File: src/design/pdt_ram.sv
`default_nettype none

module pdt_ram #(
    parameter int WIDTH = 8,
    parameter int DEPTH = 16
) (
    input  wire logic                     i_clk,
    input  wire logic                     i_we,
    input  wire logic [$clog2(DEPTH)-1:0] i_waddr,
    input  wire logic [WIDTH-1:0]         i_wdata,
    input  wire logic                     i_re,
    input  wire logic [$clog2(DEPTH)-1:0] i_raddr,
    output logic      [WIDTH-1:0]         o_rdata
);

    logic [WIDTH-1:0] r_mem [DEPTH];

    always_ff @(posedge i_clk) begin
        if (i_we) begin
            r_mem[i_waddr] <= i_wdata;
        end
        if (i_re) begin
            o_rdata <= r_mem[i_raddr];
        end
    end

endmodule

`default_nettype wire

File: config.mk
export PLATFORM = sky130hd
export DESIGN_NAME = pdt_ram
export DESIGN_NICKNAME = d
export VERILOG_FILES = /design/src/design/pdt_ram.sv
export SDC_FILE = /design/constraint.sdc
export NUM_CORES = 1
export LEC_CHECK = 0
export ABC_AREA = 1
export BUFFER_PORTS_ARGS = -buffer_cell sky130_fd_sc_hd__buf_2
export CAP_MARGIN = 30
export CORE_ASPECT_RATIO = 0.6
export CORE_MARGIN = 1.5
export CORE_UTILIZATION = 60
export CTS_CLUSTER_SIZE = 24
export DETAILED_ROUTE_END_ITERATION = 8
export GPL_TIMING_DRIVEN = 1
export PLACE_DENSITY = 0.88
export SYNTH_ARGS = -nofsm -noshare
export SYNTH_HDL_FRONTEND = slang
export SYNTH_SLANG_ARGS = --single-unit
File: constraint.sdc
create_clock -name i_clk -period 3.9 [get_ports i_clk]
set_clock_uncertainty 0.05 [all_clocks]
set_input_delay 1.17 -clock i_clk [delete_from_list [all_inputs] [get_ports i_clk]]
set_output_delay 1.17 -clock i_clk [all_outputs]
set_load 0.02 [all_outputs]
==> results summary <==
The CTS buffer count came out at 17. The number of storage elements in the synthesis netlist is approximately 140. Yosys attributes the largest share of cell area to edfxtp_1 70%, nand2_1 11%, nand3_1 8.3%. The antenna cell count came out at 0. The library cell occupying the most area in the post-synthesis netlist is edfxtp_1.

In the final design database the tool counted roughly 600 nets. The proportion of synthesized flip-flops having asynchronous set or reset came out at 0. The analysis attributes to cell leakage a power of 2.782 nW. The met3 usage in global routing is 0.1146. The tree is rooted in a clkbuf_16.

The count of antenna-violating nets left after detailed routing came out at 0. Measured against the total synthesized area, the mux share comes to 0. The count of unresolved DRC violations after routing came out at 0.

After synthesis, the netlist uses 11 different library cells. After clock tree synthesis, the clock-pin slew on the worst setup and hold paths is roughly 50 ps. Clock latency on the worst-skew pair, taken at its later pin, is between 400 and 500 ps. The site row count is 27. During synthesis, Yosys emitted a total of 0 warnings. Of all nets on the critical path, the largest fanout is 27.

The via count of the routed design came out at just over 4000. In this run the critical register-to-register path is launched from r_mem[1][6]. CTS built an H-tree with a depth of 4.

The worst min-delay path category is reg2reg. The start point of the worst min-delay path is r_mem[10][3]. Dividing the final minimum period by the clock period gives 0.6184. The most frequent cell after synthesis is nand2_1.

The post-synthesis compound-gate area fraction came to 0. The total of endpoints with negative setup slack in the final report is 0. The fraction of the mapped netlist area in adder cells is 0.

TritonCTS built the clock tree. The final design instance area without fill came out at about 0.0065 sq mm. The routability congestion estimate came out at just under 1.

The synthesized design contains 136 enable-type register cells. The pin count of the biggest net entering global routing is between 60 and 70. Before antenna repair, the detailed router went through 5 iterations. For this run, the number of standard cells in the final layout without fillers is slightly above 700. The share of Yosys cell area claimed by the top area cell type is 0.6985. The global-route track usage on met1 is 0.4244. The core region is 0.009324 sq mm.

The routed design has ~14000 um of wire. The number of fillers in the final layout came out at ~670. The mapped cell area came out at just under 0.006 sq mm. The worst setup path category is in2reg.

The total power density per cell area came out at 491.3 mW/mm^2. In this run the tightest slew margin relative to its limit is 0.3392. The run finished with clean final reports.

The number of nets handed over by synthesis was 570. The die covers slightly above 0.01 sq mm. The critical path ends at o_rdata[4].

The final HPWL from detailed placement is between 8000 and 9000 um. Using the TritonRoute via totals, the vias-per-cell ratio works out to between 5 and 6. The remaining global-route overflow is 0.

The die width came out at 130.4 um. The critical path starts at i_raddr[0]. The nature of the critical path startpoint is an input pin.

The quantity of I/O buffers inserted on ports is 26. The number of cells on the worst reg-to-reg path came out at 6. The DRC violation total after the first TritonRoute iteration came out at ~830. VDD sags by at most roughly 0.34 mV. The time the worst path needs with I/O delays and setup came out at 2412 ps. Of the total synthesized cell area, the portion taken by XOR and XNOR cells is 0. The hold violation total from the final report is 0. The worst-margin pin slew came out at roughly 990 ps. After routing, the total negative slack on setup checks comes to 0 ps. The arrival time of data at the critical path endpoint is ~2500 ps. Once placement completed, the tool counted placed cells totaling about 690.

The most used routing layer in global routing is met1. Derived from the worst setup path, the maximum achievable clock frequency is 0.4146 GHz. The placed instances occupy a cell area of 0.006003 sq mm. The final core utilization is 0.6950. Setup repair after global routing left no endpoint under its margin. The initial antenna violation count was 0. The area growth from synthesis to final layout is 10.83%. The clock tree buffer depth is 2. The effective utilization at floorplan is 0.6271. The global-route track usage on met2 is 0.4100. The required time at the worst-slack endpoint is 4010 ps. Synthesis handed over a netlist of between 500 and 600 instances. The global-route wire length before repair came out at around 21000 um. The most used flip-flop cell after synthesis is edfxtp_1. The final routed wire length divided by cell count came out at ~19 um. By area, the combinational part of the netlist is dominated by simple AND/OR/NAND/NOR gates.

The share of synthesized area occupied by flip-flops and latches is 0.6985. The number of gates resized after cts is 0. The worst hold margin is roughly 710 ps. The synthesized area divided by synthesized cell count came out at approximately 11 sq um. The vertical extent of the die is roughly 79 um. STA classifies the critical path endpoint as a register. The final count of pins violating max slew came out at 0. The count of max-cap constraint violations is 0.

The fraction of final layout cells sized beyond drive strength 1 is 0.08688. Buffers inserted to repair hold after CTS numbered 0. The worst reg-to-reg setup slack is around 2600 ps.

The count of boundary I/O pins is 27. The worst register-to-register path ends at o_rdata[6]. After clock tree synthesis, the setup repair step added 0 buffers. By count the netlist is led by 173 x nand2_1, 136 x edfxtp_1, 100 x inv_1. The via count of the first global-routing pass is 3773. The basic-gate share of the synthesized area counting and, or, nand and nor cells came out at 0.2076. The global router's overall resource usage is 0.2901. The clock net in this run drives a total of 136 sinks.
==> flip-flops by register name (all words and copies together), names as in the netlist <==
signal / flops
o_rdata: 8
r_mem: 128
==> critical path, stage by stage <==
cell and delay, ps:
buf_2 110, inv_2 310, buf_4 390, nand2_1 110
nand3_1 90, nand3_1 130, nand3_1 130, nand2_1 60
==> power breakdown <==
group / switching, mW / internal, mW / total, mW
Sequential: 0.00941 / 1.65 / 1.66
Combinational: 0.155 / 0.0514 / 0.206
Clock: 0.536 / 0.784 / 1.32
Total: 0.700 / 2.48 / 3.18
==> cell type report <==
cell class | instances | area [sq um] | share of cell area
sequential | 136 | 4084 | 0.6302
multi-input combinational | 289 | 1214 | 0.1873
clock buffer | 21 | 440.4 | 0.06797
inverter | 102 | 382.9 | 0.05908
tap | 130 | 162.7 | 0.02510
timing repair buffer | 30 | 160.2 | 0.02472
clock inverter | 9 | 36.28 | 0.005600
==> cells in the final DEF (no fill, tap or decap) <==
| cell | synthesis | layout |
|---|---|---|
| nand2_1 | 173 | 173 |
| edfxtp_1 | 136 | 136 |
| inv_1 | 100 | 100 |
| nand3_1 | 97 | 97 |
| buf_2 | 13 | 26 |
| nor2_1 | 17 | 17 |
| clkbuf_16 | 0 | 17 |
| clkinv_1 | 0 | 7 |
| clkbuf_1 | 0 | 4 |
| buf_4 | 4 | 4 |
| inv_2 | 2 | 2 |
| nand3b_1 | 2 | 2 |
| clkinv_2 | 0 | 2 |
==> stage by stage <==
stage | total power [mW] | worst slack (ps)
2_1_floorplan | 1.809 | 1729
3_3_place_gp | 1.874 | 1186
3_5_place_dp | 1.883 | 1140
4_1_cts | 3.182 | 1562
5_1_grt | 3.275 | 1457
6_report | 3.184 | 1488
==> layer usage <==
layer  part of all wire  vias to the layer above
li1                   -                     1832
met3               0.14                       28
met5                  0                        -
met1               0.41                     1929
met4              0.013                        0
met2               0.44                      312
==> worst min path at each step <==
stage                       endpoint  slack, ps  cells past startpoint
after floorplan           o_rdata[0]        630                      6
after global placement    o_rdata[0]        680                      6
after detailed placement  o_rdata[7]        680                      6
after CTS                 o_rdata[3]        710                      6
after global routing      o_rdata[1]        770                      6
final                     o_rdata[3]        710                      6
==> kinds of logic after synthesis <==
logic type	after synthesis
buf+inv	126
flops	136
simple gates	289
No activity file was read; power rests on OpenSTA's default activity.
