==> src/design/pdt_pkg.sv <==
`default_nettype none

package pdt_pkg;

    localparam int MAX_UNIQUE = 256;
    localparam int IDX_W      = $clog2(MAX_UNIQUE);
    localparam int CNT_W      = $clog2(MAX_UNIQUE + 1);

    localparam int POS_W      = 24;
    localparam int HEAD_W     = 16;
    localparam int DIST_W     = 32;
    localparam int DIFF_W     = POS_W + 1;
    localparam int SQ_W       = 2 * DIFF_W;

    localparam int OUT_IDX_W  = 8;
    localparam int OUT_CNT_W  = 9;

    localparam int CFG_IDX_W  = 1;
    localparam int CFG_DATA_W = 32;

    localparam logic [CFG_IDX_W-1:0] CFG_MIN_DIST = 1'd0;
    localparam logic [CFG_IDX_W-1:0] CFG_MIN_HEAD = 1'd1;

    // half a turn in binary angle units
    localparam logic [HEAD_W-1:0] HEAD_HALF = 16'h8000;

    typedef enum logic {
        ST_IDLE,
        ST_SCAN
    } t_state;

    typedef struct packed {
        logic signed [POS_W-1:0] x;
        logic signed [POS_W-1:0] y;
        logic [HEAD_W-1:0]       h;
    } t_entry;

    typedef struct packed {
        logic             vld;
        logic [IDX_W-1:0] idx;
    } t_tag;

    typedef struct packed {
        logic             vld;
        logic             hit;
        logic [IDX_W-1:0] idx;
    } t_result;

endpackage

`default_nettype wire

==> src/design/pdt_match.sv <==
`default_nettype none

module pdt_match (
    input  wire logic                            i_clk,
    input  wire logic                            i_rst_n,
    input  wire logic                            i_flush,
    input  wire pdt_pkg::t_tag                   i_issue,
    input  wire pdt_pkg::t_entry                 i_entry,
    input  wire pdt_pkg::t_entry                 i_pose,
    input  wire logic [pdt_pkg::DIST_W-1:0]      i_min_dist,
    input  wire logic [pdt_pkg::HEAD_W-1:0]      i_min_head,
    output pdt_pkg::t_result                     o_res,
    output logic                                 o_active
);

    import pdt_pkg::*;

    t_tag r_t0, r_t1, r_t2;

    logic [DIFF_W-1:0] r_ax, r_ay;
    logic              r_hok1, r_hok2;
    logic [SQ_W-1:0]   r_sx, r_sy;

    logic signed [DIFF_W-1:0] dx, dy;
    logic [HEAD_W-1:0]        dh, dh_fold;
    logic [SQ_W-1:0]          dist2;

    // tags follow the RAM read through the compare stages
    always_ff @(posedge i_clk) begin
        if (!i_rst_n || i_flush) begin
            r_t0 <= '0;
            r_t1 <= '0;
            r_t2 <= '0;
        end else begin
            r_t0 <= i_issue;
            r_t1 <= r_t0;
            r_t2 <= r_t1;
        end
    end

    always_comb begin
        dx      = DIFF_W'(i_pose.x) - DIFF_W'(i_entry.x);
        dy      = DIFF_W'(i_pose.y) - DIFF_W'(i_entry.y);
        dh      = i_pose.h - i_entry.h;
        // fold the wrapped difference into 0 .. half a turn
        dh_fold = (dh > HEAD_HALF) ? (HEAD_W'(0) - dh) : dh;
    end

    always_ff @(posedge i_clk) begin
        r_ax   <= dx[DIFF_W-1] ? DIFF_W'(-dx) : DIFF_W'(dx);
        r_ay   <= dy[DIFF_W-1] ? DIFF_W'(-dy) : DIFF_W'(dy);
        r_hok1 <= dh_fold < i_min_head;
        r_sx   <= SQ_W'(r_ax) * SQ_W'(r_ax);
        r_sy   <= SQ_W'(r_ay) * SQ_W'(r_ay);
        r_hok2 <= r_hok1;
    end

    assign dist2 = r_sx + r_sy;

    always_comb begin
        o_res.vld = r_t2.vld;
        o_res.idx = r_t2.idx;
        o_res.hit = r_hok2 && (dist2 < SQ_W'(i_min_dist));
        o_active  = r_t0.vld || r_t1.vld || r_t2.vld;
    end

endmodule

`default_nettype wire

==> config.mk <==
export PLATFORM = sky130hd
export DESIGN_NAME = pdt_match
export DESIGN_NICKNAME = d
export VERILOG_FILES = /design/src/design/pdt_pkg.sv /design/src/design/pdt_match.sv
export SDC_FILE = /design/constraint.sdc
export NUM_CORES = 2
export LEC_CHECK = 0
export ABC_AREA = 1
export BUFFER_PORTS_ARGS = -buffer_cell sky130_fd_sc_hd__buf_2
export CAP_MARGIN = 20
export CORE_MARGIN = 4
export CORE_UTILIZATION = 66
export CTS_CLUSTER_SIZE = 14
export DETAILED_ROUTE_END_ITERATION = 6
export PLACE_DENSITY = 0.84
export SLEW_MARGIN = 20
export SYNTH_ARGS = -nofsm -noshare
export SYNTH_HDL_FRONTEND = slang
export SYNTH_SLANG_ARGS = --single-unit
export TNS_END_PERCENT = 20
==> constraint.sdc <==
create_clock -name i_clk -period 7.6 [get_ports i_clk]
set_clock_uncertainty 0.1 [all_clocks]
set_input_delay 0.76 -clock i_clk [delete_from_list [all_inputs] [get_ports i_clk]]
set_output_delay 0.76 -clock i_clk [all_outputs]
set_load 0.01 [all_outputs]
==> flow_metrics.env <==
export IMPL_status="finished, final reports clean"
export IMPL_place_gp_congestion=0.979
export IMPL_whs_endpoint="r_hok2"
export IMPL_die_w_um=288
export IMPL_rsz0062_at_grt="false"
export IMPL_critical_path_class="flip-flop to flip-flop"
export IMPL_cp_common_cell="fa_1"
export IMPL_cts_tree="built"
export IMPL_hp_start="r_hok1"
export IMPL_drc=0
export IMPL_endpoint_kind="flip-flop"
export IMPL_cts_buffers_inserted=17
export IMPL_hold_viol=0
export IMPL_drive_gt1_share_pct=4.95
export IMPL_start_util_pct=66.6
export IMPL_reg2reg_to="r_sy[44]"
export IMPL_path_clk_slew_ps=80
export IMPL_critPathMaxStageDelay_ps=950
export IMPL_ctsHoldBuffers=0
export IMPL_r2r_start="r_ay[17]"
export IMPL_chipHeight_um=288
export IMPL_tns_ps=0
export IMPL_slowest_stage="dfxtp_1"
export IMPL_rows=102
export IMPL_hold_path_depth=0
export IMPL_yosysWarnings=0
export IMPL_cts_root_buf="clkbuf_16"
export IMPL_synth_edf_count=0
export IMPL_fillers=6374
export IMPL_yosysUniqueCellTypes=53
export IMPL_grt_max_degree=28
export IMPL_period_share_pct=96.1
export IMPL_first_global_vias=44900
export IMPL_vias=43200
export IMPL_place_inst=8181
export IMPL_synth_net_count=8674
export IMPL_cp_arrival_ps=7630
export IMPL_r2r_slack_ps=300
export IMPL_worst_slew_pin_slew_ps=961
export IMPL_clk_path_buf_depth=2
export IMPL_synthToLayoutAreaGrowth_pct=5.55
export IMPL_core_mm2=0.0776
export IMPL_wl_per_cell_um=16.0
export IMPL_portBuffers=198
export IMPL_die_area_mm2=0.0829
export IMPL_max_cap_viol_count=0
export IMPL_dominantRegCellSynth="dfxtp_1"
export IMPL_track_usage_pct=32.9
export IMPL_final_cells=8214
export IMPL_cts_setup_buffers=0
export IMPL_ys_ff_latch=177
export IMPL_reg2regPathDepth=23
export IMPL_worst_setup_path_start_kind="flip-flop"
export IMPL_min_path_type="flip-flop to flip-flop"
export IMPL_grt_first_pass_wirelength_um=219000
export IMPL_async_flop_share_pct=0
export IMPL_vias_per_cell=5.26
export IMPL_ant_nets=0
export IMPL_finalNetCount=8815
export IMPL_wl_um=131000
export IMPL_drtPass1Iterations=7
export IMPL_crit_chain="nand2_1 -> fa_1 -> inv_1 -> fa_1 -> fa_1 -> inv_1 -> fa_1 -> inv_1 -> fa_1 -> fa_1 -> inv_1 -> fa_1 -> inv_1 -> ha_1 -> nand2_1 -> nor2_1 -> inv_1 -> nor4_1 -> nand3_1 -> nand3_1 -> nand3_1 -> nand2_1 -> xor2_1"
export IMPL_syn_inst=7019
export IMPL_critPathMaxFanout=15
export IMPL_clk_latency_ps=500
export IMPL_seq_area_frac_synth_pct=6.86
export IMPL_period_needed_ps=7300
export IMPL_setup_violations=0
export IMPL_drt_iter0_markers=3282
export IMPL_synth_avg_cell_area_um2=7.36
export IMPL_place_hpwl_um=116000
export IMPL_relSlewSlack_pct=35.9
export IMPL_cts_resized=0
export IMPL_gr_total_overflow=0
export IMPL_clock_fmax_mhz=137
export IMPL_slew_viol_final=0
export IMPL_netlist_area_mm2=0.0517
export IMPL_cts_sink_count=177
export IMPL_htree_num_levels=4
export IMPL_antenna_found_initial=1
export IMPL_ios=199
export IMPL_worstPathRequired_ps=7920
logic make-up after synthesis:
kind of cell / Yosys count / share of synthesized area (%)
flops: 177 / 6.86
simple gates: 2391 / 18.7
fa+ha+maj: 1467 / 49.1
compound gates: 459 / 5.04
xor+xnor: 193 / 3.33
buf+inv: 2332 / 17.0
cells in the final DEF (no fill, tap or decap), types with 3 or more instances in the layout:
cell and count:
inv_1 2180, nand2_1 1643, fa_1 935, ha_1 532
nor2_1 404, a21oi_1 223, buf_2 198, nand3_1 179
dfxtp_1 176, xor2_1 133, o21ai_0 110, buf_4 70
xnor2_1 56, nand4_1 51, nor3_1 34, a31oi_1 31
o21bai_1 28, a21o_1 22, nand3b_1 21, clkbuf_16 17
nand2_2 13, o21a_1 11, nand3_2 9, and3_1 8
and2_1 8, nor4_1 7, inv_6 6, o211ai_1 5
a21boi_0 4, nor2_4 4, xnor2_2 4, inv_2 4
a211oi_1 4, or2_2 3, o31ai_1 3, inv_8 3
through the flow:
stage / util [%] / hold slack (ps) / area [µm²] / setup slack (ps)
global placement: 69.5 / 227 / 54000 / 467
detailed placement: 69.5 / 223 / 54000 / 355
CTS: 70.3 / 239 / 54600 / 334
global route: 70.3 / 256 / 54600 / 21.5
finish: 70.3 / 236 / 54600 / 297
floorplan: - / 210 / 51700 / 1220
layout make-up:
type / count / area [µm²] / share of cell area (%)
flip-flops and latches: 177 / 3540 / 6.50
repair buffers: 270 / 1560 / 2.85
diodes: 1 / 2.50 / 0.00459
inverters: 2184 / 8200 / 15.0
multi-input cells: 4510 / 39400 / 72.2
clock buffers: 17 / 425 / 0.780
clock inverters: 15 / 161 / 0.296
well taps: 1040 / 1300 / 2.39
synthesized netlist by cell type (13+ instances only):
cell | number | area share, %
nand3b_1 | 21 | 0.31
nor2_1 | 404 | 2.9
a21oi_1 | 223 | 2.2
clkbuf_1 | 140 | 1.0
a31oi_1 | 31 | 0.38
o21ai_0 | 110 | 1.1
xor2_1 | 133 | 2.3
nand4_1 | 51 | 0.62
nand2_1 | 1643 | 12
inv_1 | 2180 | 16
ha_1 | 532 | 13
fa_1 | 935 | 36
o21bai_1 | 28 | 0.41
nand3_1 | 179 | 1.7
a21o_1 | 22 | 0.32
dfxtp_1 | 177 | 6.9
nand2_2 | 13 | 0.16
xnor2_1 | 56 | 0.95
nor3_1 | 34 | 0.33
worst max-delay path, delay by kind of cell (launching register included):
family        cells  cell delay, ps
buf+inv           6             360
simple gates      8            1700
flops             1             950
xor+xnor          1             150
fa+ha+maj         8            3990
worst max path at each step:
stage | start | to | slack, ps
3_5_place_dp | r_ax[18] | r_sx[41] | 350
2_1_floorplan | r_ax[14] | r_sx[46] | 1220
3_3_place_gp | r_ay[4] | r_sy[44] | 470
6_report | r_ay[17] | r_sy[44] | 300
5_1_grt | r_ay[17] | r_sy[44] | 20
4_1_cts | r_ax[18] | r_sx[41] | 330
per-layer routing:
layer | part of all wire (%) | wire, µm | up-vias | track usage, %
li1 | - | - | 20600 | -
met1 | 41 | 53500 | 20500 | 43.6
met2 | 48 | 62400 | 1731 | 55.2
met3 | 8.1 | 10600 | 337 | 5.47
met4 | 3.5 | 4650 | 0 | 11.1
met5 | 0 | 0 | - | 0
flip-flops by register name, indices dropped and copies added, names as in the netlist:
signal	flops
r_t0	9
r_sy	49
o_res	9
r_hok1	1
r_hok2	1
r_t1	9
r_ay	25
r_sx	49
r_ax	25
Power is not shown: default switching activity piles up to over one toggle a cycle in this logic, so the estimate is an artifact.
